## config.mk

```make
export PLATFORM = sky130hd
export DESIGN_NAME = rgb_blend_modes_core_flat
export DESIGN_NICKNAME = d
export VERILOG_FILES = /design/src/rtl/core/rbm_pkg.sv /design/src/rtl/core/rbm_if.sv /design/src/rtl/core/rbm_channel.sv /design/src/rtl/core/rgb_blend_modes_core.sv /design/src/flat_wrapper.sv
export SDC_FILE = /design/constraint.sdc
export NUM_CORES = 1
export LEC_CHECK = 0
export BUFFER_PORTS_ARGS = -buffer_cell sky130_fd_sc_hd__buf_2
export CORE_MARGIN = 1
export CORE_UTILIZATION = 45
export DETAILED_ROUTE_END_ITERATION = 10
export PLACE_DENSITY = 0.64
export REMOVE_ABC_BUFFERS = 1
export SKIP_LAST_GASP = 1
export SLEW_MARGIN = 20
export SYNTH_ARGS = -nofsm -noshare
export SYNTH_HDL_FRONTEND = slang
export SYNTH_SLANG_ARGS = --single-unit
```

## constraint.sdc

```tcl
create_clock -name clk -period 20.3 [get_ports clk]
set_input_delay 4.06 -clock clk [delete_from_list [all_inputs] [get_ports clk]]
set_output_delay 4.06 -clock clk [all_outputs]
set_load 0.1 [all_outputs]
```

## src/rtl/core/rbm_pkg.sv

```systemverilog
// ============================================================================
// rbm_pkg
// Shared types and constants for the RGB blend-mode core.
// ============================================================================
`default_nettype none

package rbm_pkg;

  // Channel and configuration widths.
  localparam int PIX_W      = 8;
  localparam int MODE_W     = 3;
  localparam int CFG_DATA_W = 32;
  localparam int CFG_ADDR_W = 3;
  localparam int PROD_W     = 2 * PIX_W;

  // Full-scale channel value and the rounding offset for division by 255.
  localparam logic [PIX_W-1:0] PIX_MAX   = 8'd255;
  localparam logic [PIX_W-1:0] ROUND_OFS = 8'd127;

  // Register index of the blend mode register.
  localparam logic REG_BLEND_MODE = 1'b0;

  // Blend operations. Codes 5 to 7 are unused and give a black pixel.
  typedef enum logic [MODE_W-1:0] {
    MODE_ADD      = 3'd0,
    MODE_SUBTRACT = 3'd1,
    MODE_MULTIPLY = 3'd2,
    MODE_SCREEN   = 3'd3,
    MODE_OVERLAY  = 3'd4
  } blend_mode_t;

  // Load strobes for the three pipeline stages.
  typedef struct packed {
    logic s1;
    logic s2;
    logic s3;
  } stage_en_t;

endpackage : rbm_pkg

`default_nettype wire

```

## src/rtl/core/rbm_if.sv

```systemverilog
// ============================================================================
// rbm_if
// Valid/ready channels for input pixel pairs and blended result pixels.
// ============================================================================
`default_nettype none

// Input channel: one top pixel, one bottom pixel and the last-pixel flag.
interface rbm_in_if
  import rbm_pkg::*;
();
  logic             valid;
  logic             ready;
  logic [PIX_W-1:0] top_red;
  logic [PIX_W-1:0] top_green;
  logic [PIX_W-1:0] top_blue;
  logic [PIX_W-1:0] bottom_red;
  logic [PIX_W-1:0] bottom_green;
  logic [PIX_W-1:0] bottom_blue;
  logic             last_pixel;

  modport source (
    output valid, top_red, top_green, top_blue,
           bottom_red, bottom_green, bottom_blue, last_pixel,
    input  ready
  );

  modport sink (
    input  valid, top_red, top_green, top_blue,
           bottom_red, bottom_green, bottom_blue, last_pixel,
    output ready
  );
endinterface : rbm_in_if

// Result channel: one blended pixel and the copied last-pixel flag.
interface rbm_out_if
  import rbm_pkg::*;
();
  logic             valid;
  logic             ready;
  logic [PIX_W-1:0] out_red;
  logic [PIX_W-1:0] out_green;
  logic [PIX_W-1:0] out_blue;
  logic             out_last;

  modport source (
    output valid, out_red, out_green, out_blue, out_last,
    input  ready
  );

  modport sink (
    input  valid, out_red, out_green, out_blue, out_last,
    output ready
  );
endinterface : rbm_out_if

`default_nettype wire

```

## src/rtl/core/rbm_channel.sv

```systemverilog
// ============================================================================
// rbm_channel
// Three-stage datapath that blends one color channel of a pixel pair.
// ============================================================================
`default_nettype none

module rbm_channel
  import rbm_pkg::*;
(
  input  wire logic              clk,
  input  wire stage_en_t         stage_en,
  input  wire logic [MODE_W-1:0] mode,
  input  wire logic [PIX_W-1:0]  top_pix,
  input  wire logic [PIX_W-1:0]  bot_pix,
  output logic [PIX_W-1:0]       result
);

  // Stage 1 registers: operands and flags for the product path.
  logic [PIX_W-1:0] x_r, x_nxt;
  logic [PIX_W-1:0] y_r, y_nxt;
  logic             dbl_r, dbl_nxt;
  logic             inv1_r, inv1_nxt;
  logic             mul1_r, mul1_nxt;
  logic [PIX_W-1:0] direct1_r, direct1_nxt;

  // Stage 2 registers: the (possibly doubled) product.
  logic [PROD_W-1:0] q_r, q_nxt;
  logic              inv2_r;
  logic              mul2_r;
  logic [PIX_W-1:0]  direct2_r;

  // Stage 3 register: the finished channel value.
  logic [PIX_W-1:0] result_r, result_nxt;

  logic [PIX_W:0]    sum;
  logic [PIX_W-1:0]  add_val;
  logic [PIX_W-1:0]  sub_val;
  logic [PROD_W-1:0] prod;
  logic [PROD_W:0]   t_val;
  logic [PROD_W:0]   quo_sum;
  logic [PIX_W-1:0]  rounded;

  // Stage 1: clamped add and subtract, and operand selection for the rest.
  always_comb begin
    sum         = {1'b0, top_pix} + {1'b0, bot_pix};
    add_val     = sum[PIX_W] ? PIX_MAX : sum[PIX_W-1:0];
    sub_val     = (top_pix > bot_pix) ? (top_pix - bot_pix) : '0;
    x_nxt       = top_pix;
    y_nxt       = bot_pix;
    dbl_nxt     = 1'b0;
    inv1_nxt    = 1'b0;
    mul1_nxt    = 1'b0;
    direct1_nxt = '0;
    unique case (mode)
      MODE_ADD: begin
        direct1_nxt = add_val;
      end
      MODE_SUBTRACT: begin
        direct1_nxt = sub_val;
      end
      MODE_MULTIPLY: begin
        mul1_nxt = 1'b1;
      end
      MODE_SCREEN: begin
        // 255 - v is the bitwise complement for an 8-bit value.
        x_nxt    = ~top_pix;
        y_nxt    = ~bot_pix;
        inv1_nxt = 1'b1;
        mul1_nxt = 1'b1;
      end
      MODE_OVERLAY: begin
        mul1_nxt = 1'b1;
        dbl_nxt  = 1'b1;
        // A bottom value of 128 or more takes the screen-like branch.
        if (bot_pix[PIX_W-1]) begin
          x_nxt    = ~top_pix;
          y_nxt    = ~bot_pix;
          inv1_nxt = 1'b1;
        end
      end
      default: begin
        direct1_nxt = '0;
      end
    endcase
  end

  always_ff @(posedge clk) begin
    if (stage_en.s1) begin
      x_r       <= x_nxt;
      y_r       <= y_nxt;
      dbl_r     <= dbl_nxt;
      inv1_r    <= inv1_nxt;
      mul1_r    <= mul1_nxt;
      direct1_r <= direct1_nxt;
    end
  end

  // Stage 2: 8x8 product. Doubling only happens with one operand below 128,
  // so the doubled product still fits in 16 bits.
  always_comb begin
    prod  = x_r * y_r;
    q_nxt = dbl_r ? {prod[PROD_W-2:0], 1'b0} : prod;
  end

  always_ff @(posedge clk) begin
    if (stage_en.s2) begin
      q_r       <= q_nxt;
      inv2_r    <= inv1_r;
      mul2_r    <= mul1_r;
      direct2_r <= direct1_r;
    end
  end

  // Stage 3: round(q / 255) = floor((q + 127) / 255), with the division done
  // as (t + (t >> 8) + 1) >> 8, exact for t below 65535.
  always_comb begin
    t_val   = {1'b0, q_r} + {{(PROD_W+1-PIX_W){1'b0}}, ROUND_OFS};
    quo_sum = t_val + {{PIX_W{1'b0}}, t_val[PROD_W:PIX_W]} + {{PROD_W{1'b0}}, 1'b1};
    rounded = quo_sum[PROD_W-1:PIX_W];
    if (mul2_r) begin
      result_nxt = inv2_r ? (PIX_MAX - rounded) : rounded;
    end else begin
      result_nxt = direct2_r;
    end
  end

  always_ff @(posedge clk) begin
    if (stage_en.s3) begin
      result_r <= result_nxt;
    end
  end

  assign result = result_r;

endmodule : rbm_channel

`default_nettype wire

```

## src/rtl/core/rgb_blend_modes_core.sv

```systemverilog
// ============================================================================
// rgb_blend_modes_core
// Blends a top and a bottom RGB pixel per item with a selectable mode.
// ============================================================================
// Usage:
//   in_ch carries one item per pixel pair: top and bottom red, green, blue
//   and a last-pixel flag. out_ch returns one blended pixel per item, in
//   order, with the flag copied to out_last.
//   The cfg_ port is an APB-style slave with one register at byte address 0:
//   blend_mode (0 add, 1 subtract, 2 multiply, 3 screen, 4 overlay; other
//   codes give black). Change it only while no items are in flight.
//   The three pipeline stages (operand select, 8x8 multiply, round and
//   divide by 255) each hold one item, so one item enters and leaves per
//   clock while the receiver keeps out_ch.ready high.
//   When the receiver stalls, each stage holds its item and empty stages
//   still fill, so in_ch.ready drops only once all three stages are full.
//   Synchronous reset empties the pipeline and sets the mode to add.
// ============================================================================
`default_nettype none

module rgb_blend_modes_core
  import rbm_pkg::*;
(
  input  wire logic                  clk,
  input  wire logic                  rst_n,
  rbm_in_if.sink                     in_ch,
  rbm_out_if.source                  out_ch,
  input  wire logic                  cfg_psel,
  input  wire logic                  cfg_penable,
  input  wire logic                  cfg_pwrite,
  input  wire logic [CFG_ADDR_W-1:0] cfg_paddr,
  input  wire logic [CFG_DATA_W-1:0] cfg_pwdata,
  output logic      [CFG_DATA_W-1:0] cfg_prdata,
  output logic                       cfg_pready
);

  logic [MODE_W-1:0] mode_r, mode_nxt;
  logic              v1_r, v2_r, v3_r;
  logic              last1_r, last2_r, last3_r;
  logic              rdy1, rdy2, rdy3;
  logic              cfg_wr;
  stage_en_t         stage_en;

  // Configuration register: written on the APB access phase.
  assign cfg_pready = 1'b1;
  assign cfg_wr     = cfg_psel && cfg_penable && cfg_pwrite && cfg_pready;

  always_comb begin
    mode_nxt = mode_r;
    if (cfg_wr && (cfg_paddr[CFG_ADDR_W-1] == REG_BLEND_MODE)) begin
      mode_nxt = cfg_pwdata[MODE_W-1:0];
    end
  end

  always_ff @(posedge clk) begin
    if (!rst_n) begin
      mode_r <= MODE_ADD;
    end else begin
      mode_r <= mode_nxt;
    end
  end

  assign cfg_prdata = (cfg_paddr[CFG_ADDR_W-1] == REG_BLEND_MODE) ?
                      {{(CFG_DATA_W-MODE_W){1'b0}}, mode_r} : '0;

  // Pipeline flow control: a stage loads when it is empty or moves on.
  assign rdy3 = !v3_r || out_ch.ready;
  assign rdy2 = !v2_r || rdy3;
  assign rdy1 = !v1_r || rdy2;
  assign in_ch.ready = rdy1;

  always_comb begin
    stage_en.s1 = rdy1 && in_ch.valid;
    stage_en.s2 = rdy2 && v1_r;
    stage_en.s3 = rdy3 && v2_r;
  end

  always_ff @(posedge clk) begin
    if (!rst_n) begin
      v1_r <= 1'b0;
      v2_r <= 1'b0;
      v3_r <= 1'b0;
    end else begin
      if (rdy1) v1_r <= in_ch.valid;
      if (rdy2) v2_r <= v1_r;
      if (rdy3) v3_r <= v2_r;
    end
  end

  // The last-pixel flag travels alongside the channel data.
  always_ff @(posedge clk) begin
    if (stage_en.s1) last1_r <= in_ch.last_pixel;
    if (stage_en.s2) last2_r <= last1_r;
    if (stage_en.s3) last3_r <= last2_r;
  end

  // One datapath per color channel.
  rbm_channel u_red (
    .clk      (clk),
    .stage_en (stage_en),
    .mode     (mode_r),
    .top_pix  (in_ch.top_red),
    .bot_pix  (in_ch.bottom_red),
    .result   (out_ch.out_red)
  );

  rbm_channel u_green (
    .clk      (clk),
    .stage_en (stage_en),
    .mode     (mode_r),
    .top_pix  (in_ch.top_green),
    .bot_pix  (in_ch.bottom_green),
    .result   (out_ch.out_green)
  );

  rbm_channel u_blue (
    .clk      (clk),
    .stage_en (stage_en),
    .mode     (mode_r),
    .top_pix  (in_ch.top_blue),
    .bot_pix  (in_ch.bottom_blue),
    .result   (out_ch.out_blue)
  );

  assign out_ch.valid    = v3_r;
  assign out_ch.out_last = last3_r;

  // Input is refused only when every stage is full and the output stalls.
  a_ready_full: assert property (@(posedge clk) disable iff (!rst_n)
    !in_ch.ready |-> (v1_r && v2_r && v3_r && !out_ch.ready))
    else $error("input stalled with room in the pipeline");

  // A blocked stage keeps its item.
  a_stage1_hold: assert property (@(posedge clk) disable iff (!rst_n)
    (v1_r && !rdy2) |=> v1_r)
    else $error("stage 1 item lost while blocked");

  a_stage2_hold: assert property (@(posedge clk) disable iff (!rst_n)
    (v2_r && !rdy3) |=> (v2_r && $stable(last2_r)))
    else $error("stage 2 item lost while blocked");

  // A mode write lands in the register.
  a_mode_write: assert property (@(posedge clk) disable iff (!rst_n)
    (cfg_wr && (cfg_paddr[CFG_ADDR_W-1] == REG_BLEND_MODE))
      |=> (mode_r == $past(cfg_pwdata[MODE_W-1:0])))
    else $error("blend mode write not taken");

endmodule : rgb_blend_modes_core

`default_nettype wire

```

## src/flat_wrapper.sv

```systemverilog
// flat-port wrapper written by rule: the top's interface ports become plain ports
module rgb_blend_modes_core_flat import rbm_pkg::*;
  (clk, rst_n, cfg_psel, cfg_penable, cfg_pwrite, cfg_paddr, cfg_pwdata, cfg_prdata, cfg_pready, in_ch_valid, in_ch_top_red, in_ch_top_green, in_ch_top_blue, in_ch_bottom_red, in_ch_bottom_green, in_ch_bottom_blue, in_ch_last_pixel, in_ch_ready, out_ch_valid, out_ch_out_red, out_ch_out_green, out_ch_out_blue, out_ch_out_last, out_ch_ready);
  rbm_in_if in_ch_i ();
  rbm_out_if out_ch_i ();
  input  wire logic clk;
  input  wire logic rst_n;
  input  wire logic cfg_psel;
  input  wire logic cfg_penable;
  input  wire logic cfg_pwrite;
  input  wire logic [CFG_ADDR_W-1:0] cfg_paddr;
  input  wire logic [CFG_DATA_W-1:0] cfg_pwdata;
  output logic      [CFG_DATA_W-1:0] cfg_prdata;
  output logic cfg_pready;
  input wire logic [$bits(in_ch_i.valid)-1:0] in_ch_valid;
  input wire logic [$bits(in_ch_i.top_red)-1:0] in_ch_top_red;
  input wire logic [$bits(in_ch_i.top_green)-1:0] in_ch_top_green;
  input wire logic [$bits(in_ch_i.top_blue)-1:0] in_ch_top_blue;
  input wire logic [$bits(in_ch_i.bottom_red)-1:0] in_ch_bottom_red;
  input wire logic [$bits(in_ch_i.bottom_green)-1:0] in_ch_bottom_green;
  input wire logic [$bits(in_ch_i.bottom_blue)-1:0] in_ch_bottom_blue;
  input wire logic [$bits(in_ch_i.last_pixel)-1:0] in_ch_last_pixel;
  output wire logic [$bits(in_ch_i.ready)-1:0] in_ch_ready;
  output wire logic [$bits(out_ch_i.valid)-1:0] out_ch_valid;
  output wire logic [$bits(out_ch_i.out_red)-1:0] out_ch_out_red;
  output wire logic [$bits(out_ch_i.out_green)-1:0] out_ch_out_green;
  output wire logic [$bits(out_ch_i.out_blue)-1:0] out_ch_out_blue;
  output wire logic [$bits(out_ch_i.out_last)-1:0] out_ch_out_last;
  input wire logic [$bits(out_ch_i.ready)-1:0] out_ch_ready;
  assign in_ch_i.valid = in_ch_valid;
  assign in_ch_i.top_red = in_ch_top_red;
  assign in_ch_i.top_green = in_ch_top_green;
  assign in_ch_i.top_blue = in_ch_top_blue;
  assign in_ch_i.bottom_red = in_ch_bottom_red;
  assign in_ch_i.bottom_green = in_ch_bottom_green;
  assign in_ch_i.bottom_blue = in_ch_bottom_blue;
  assign in_ch_i.last_pixel = in_ch_last_pixel;
  assign in_ch_ready = in_ch_i.ready;
  assign out_ch_valid = out_ch_i.valid;
  assign out_ch_out_red = out_ch_i.out_red;
  assign out_ch_out_green = out_ch_i.out_green;
  assign out_ch_out_blue = out_ch_i.out_blue;
  assign out_ch_out_last = out_ch_i.out_last;
  assign out_ch_i.ready = out_ch_ready;
  rgb_blend_modes_core u_core (.clk(clk), .rst_n(rst_n), .in_ch(in_ch_i), .out_ch(out_ch_i), .cfg_psel(cfg_psel), .cfg_penable(cfg_penable), .cfg_pwrite(cfg_pwrite), .cfg_paddr(cfg_paddr), .cfg_pwdata(cfg_pwdata), .cfg_prdata(cfg_prdata), .cfg_pready(cfg_pready));
endmodule
```

==> impl_metrics.yaml <==
synthesis:
  synth_ff_type: "edfxtp_1"
  syn-cell-area_mm2: 0.0180
  ys_async_sr_fraction: 0
  synthCells: 1790
  synth_edf_count: 180
  synth.area.top_cells: "edfxtp_1 (30%), ha_1 (13%), fa_1 (13%), xnor2_1 (6.2%), and2_1 (5.5%)"
  synth.distinct_cells: 79
  netlist.area_leader.share: 0.301
  synth_common_cells: "inv_1 (220), ha_1 (183), edfxtp_1 (180)"
  yosysMostFrequentCell: "inv_1"
  ys_ff_latch: 186
  syn_avg_cell_area_um2: 10.0
  seq_area_frac_synth: 0.308
  yosys_warnings: 0
  yosys.area.top_type: "edfxtp_1"
detailed_routing:
  drt_iter0_markers: 680
  first_pass_iters: 5
  via_per_inst: 5.25
  routed_wl_mm: 37.4
  wl_per_cell_um: 15.6
  vias: 12622
  drc: 0
  ant_nets: 0
floorplan:
  die-area_mm2: 0.0407
  io_pins: 151
  coreArea_mm2: 0.0390
  die_h_um: 202
  initial_utilization: 0.460
  fp.dieW_um: 202
  rows: 72
hold_path:
  whs_path_depth: 0
  hold_class: "flip-flop to flip-flop"
  holdCritStartpoint: "u_core.u_green.direct1_r[0]$_DFFE_PP_"
  min_to: "u_core.u_green.direct2_r[0]$_DFFE_PP_"
critical_path:
  r2r.worst_path.cells: 15
  crit_path_end_kind: "primary output"
  regToRegSetupSlack_ps: 15250
  cpMaxStageDelayCell: "nor2b_1"
  crit_path_cell_trace: "buf_2 > nor2b_1 > nand3_1 > buf_2"
  crit_path_max_incr_delay_ps: 620
  arrival_ps: 5520
  crit_path_frequent_cell: "buf_2"
  cp.required_ps: 16240
  worstReg2RegStart: "u_core.u_green.x_r[1]$_DFFE_PP_"
  worst_r2r_endpoint: "u_core.u_green.q_r[15]$_DFFE_PP_"
  crit_path_start_kind: "input pin"
  critPathKind: "input pin to primary output"
  crit_path_max_fanout: 6
timing:
  rsz0062_at_grt: "false"
  fin_worst_skew_ps: 12.9
  fin_crit_ps: 9580
  slew_headroom: 0.301
  worst_pin_slew_ps: 1050
  slew_violations: 0
  hold_viol_final: 0
  post-route-period-util: 0.472
  clock.fmax_mhz: 104
  setup_violations: 0
  tns_ps: 0
  worst_slack_ps: 10720
clock_network:
  h-tree-depth: 4
  cts_resized: 0
  clk_latency_ps: 460
  clockRootBuffer: "clkbuf_16"
  cts_sinks: 186
  hold_buffers: 0
  post_cts_buffers: 0
  path_clk_slew_ps: 70
  cts_tree: "yes"
  cts_buffer_depth: 2
  numCtsBuffers: 17
final_layout:
  post-route-util: 0.500
  multi_input_area_mm2: 0.0114
  nets: 2257
  seq_area_mm2: 0.00553
  drive_gt1_frac: 0.0988
  syn2layout_area_growth_pct: 8.58
  fillerInstances: 3604
status:
  outcome: "finished, final reports clean"
power_and_ir_drop:
  ir_drop_uv: 50.6
  powerDensity_mw_per_mm2: 96.7
  leakage_nw: 8.63
  total_power_mw: 1.89
placement:
  pre_cts_slack_ps: 10770
  place_hpwl_mm: 30.3
  gp_congestion: 0.853
  port_buffers: 89
global_routing:
  grt_pass1_vias: 12588
  antenna_found_initial: 3
  grt_first_pass_wirelength_mm: 62.3
  overflow: 0
  grt_max_degree: 78
  track_usage: 0.191
flow_run:
  maxCapViolations: 0
==> worst max-delay path by stage <==
| stage | cells past startpoint | endpoint | slack [ps] | from |
|---|---|---|---|---|
| 6_report | 4 | in_ch_ready | 10720 | out_ch_ready |
| 3_3_place_gp | 4 | in_ch_ready | 10790 | out_ch_ready |
| 3_5_place_dp | 4 | in_ch_ready | 10770 | out_ch_ready |
| 5_1_grt | 4 | in_ch_ready | 10700 | out_ch_ready |
| 2_1_floorplan | 2 | u_core.last2_r$_DFFE_PP_ | 9920 | out_ch_ready |
| 4_1_cts | 4 | in_ch_ready | 10760 | out_ch_ready |
==> through the flow <==
step | std cells | cell area (µm²) | hold slack (ps)
3_3_place_gp | 2368 | 18900 | 404
2_1_floorplan | 1756 | 17700 | 400
5_1_grt | 2401 | 19500 | 424
3_5_place_dp | 2368 | 18900 | 405
4_1_cts | 2400 | 19500 | 419
6_report | 2402 | 19500 | 416
==> registers in the layout, indices dropped and copies added (netlist names), 8 cells and up <==
name,flops
u_core.u_red.x_r,8
u_core.u_red.result,8
u_core.u_green.direct1_r,8
u_core.u_green.y_r,8
u_core.u_blue.result,8
u_core.u_green.q_r,16
u_core.u_blue.q_r,16
u_core.u_blue.y_r,8
u_core.u_blue.direct2_r,8
u_core.u_blue.x_r,8
u_core.u_red.direct1_r,8
u_core.u_blue.direct1_r,8
u_core.u_red.y_r,8
u_core.u_green.x_r,8
u_core.u_green.result,8
u_core.u_red.direct2_r,8
u_core.u_red.q_r,16
u_core.u_green.direct2_r,8
==> worst max-delay path, delay by kind of cell <==
family | cells | cell delay, ps
buffers and inverters | 2 | 510
AND/OR/NAND/NOR | 2 | 940
==> metal layers <==
layer  GRT usage  vias up  share of wire
li1            -     6229              -
met1       0.258     6071           0.47
met3      0.0261       42          0.038
met4      0.0590        4          0.017
met2       0.317      276           0.47
met5           0        -        0.00069
==> cell usage in the layout (no fill, tap or decap), types with 5 or more instances in the layout <==
cell / instances
a21o_1: 31
ha_1: 183
o22ai_1: 16
edfxtp_1: 180
buf_2: 89
nor2b_1: 22
nor2_1: 69
nand3_1: 23
clkbuf_16: 17
nand4_1: 17
nor3_1: 20
dfxtp_1: 6
a22oi_1: 21
buf_4: 5
o21ai_0: 37
o211ai_1: 16
a31oi_1: 7
inv_1: 220
fa_1: 114
a31o_2: 13
o21bai_1: 14
a21oi_1: 75
and2_1: 159
xnor2_1: 128
nand2_1: 153
mux2_2: 17
a211oi_1: 18
and3_1: 5
o21a_1: 22
xor2_1: 30
nand2b_1: 17
conb_1: 30
mux2i_1: 10
==> cells by family (layout without fill, tap and decap cells) <==
kind of cell,Yosys count,in the layout,share of synthesized area
AOI/OAI and AO/OA,324,324,0.124
xor gates and xnor gates,161,161,0.0804
adders and majority gates,297,297,0.255
buffers and inverters,284,348,0.0660
DFF,186,186,0.308
muxes,27,27,0.0162
other,2,32,0.000418
and+or+nand+nor,509,509,0.150
==> power breakdown <==
part | switching [mW] | total, mW | internal [mW]
logic | 0.571 | 1.00 | 0.431
registers | 0.0461 | 0.548 | 0.502
clock network | 0.162 | 0.336 | 0.174
total | 0.779 | 1.89 | 1.11
==> final cells by class <==
class,instances,share of cell area
clock inverter,15,0.00841
sequential,186,0.283
tap,518,0.0332
timing repair buffer,94,0.0248
clock buffer,17,0.0218
antenna,2,0.000257
multi-input combinational,1348,0.585
inverter,222,0.0427
No activity file was read; power rests on OpenSTA's default activity.
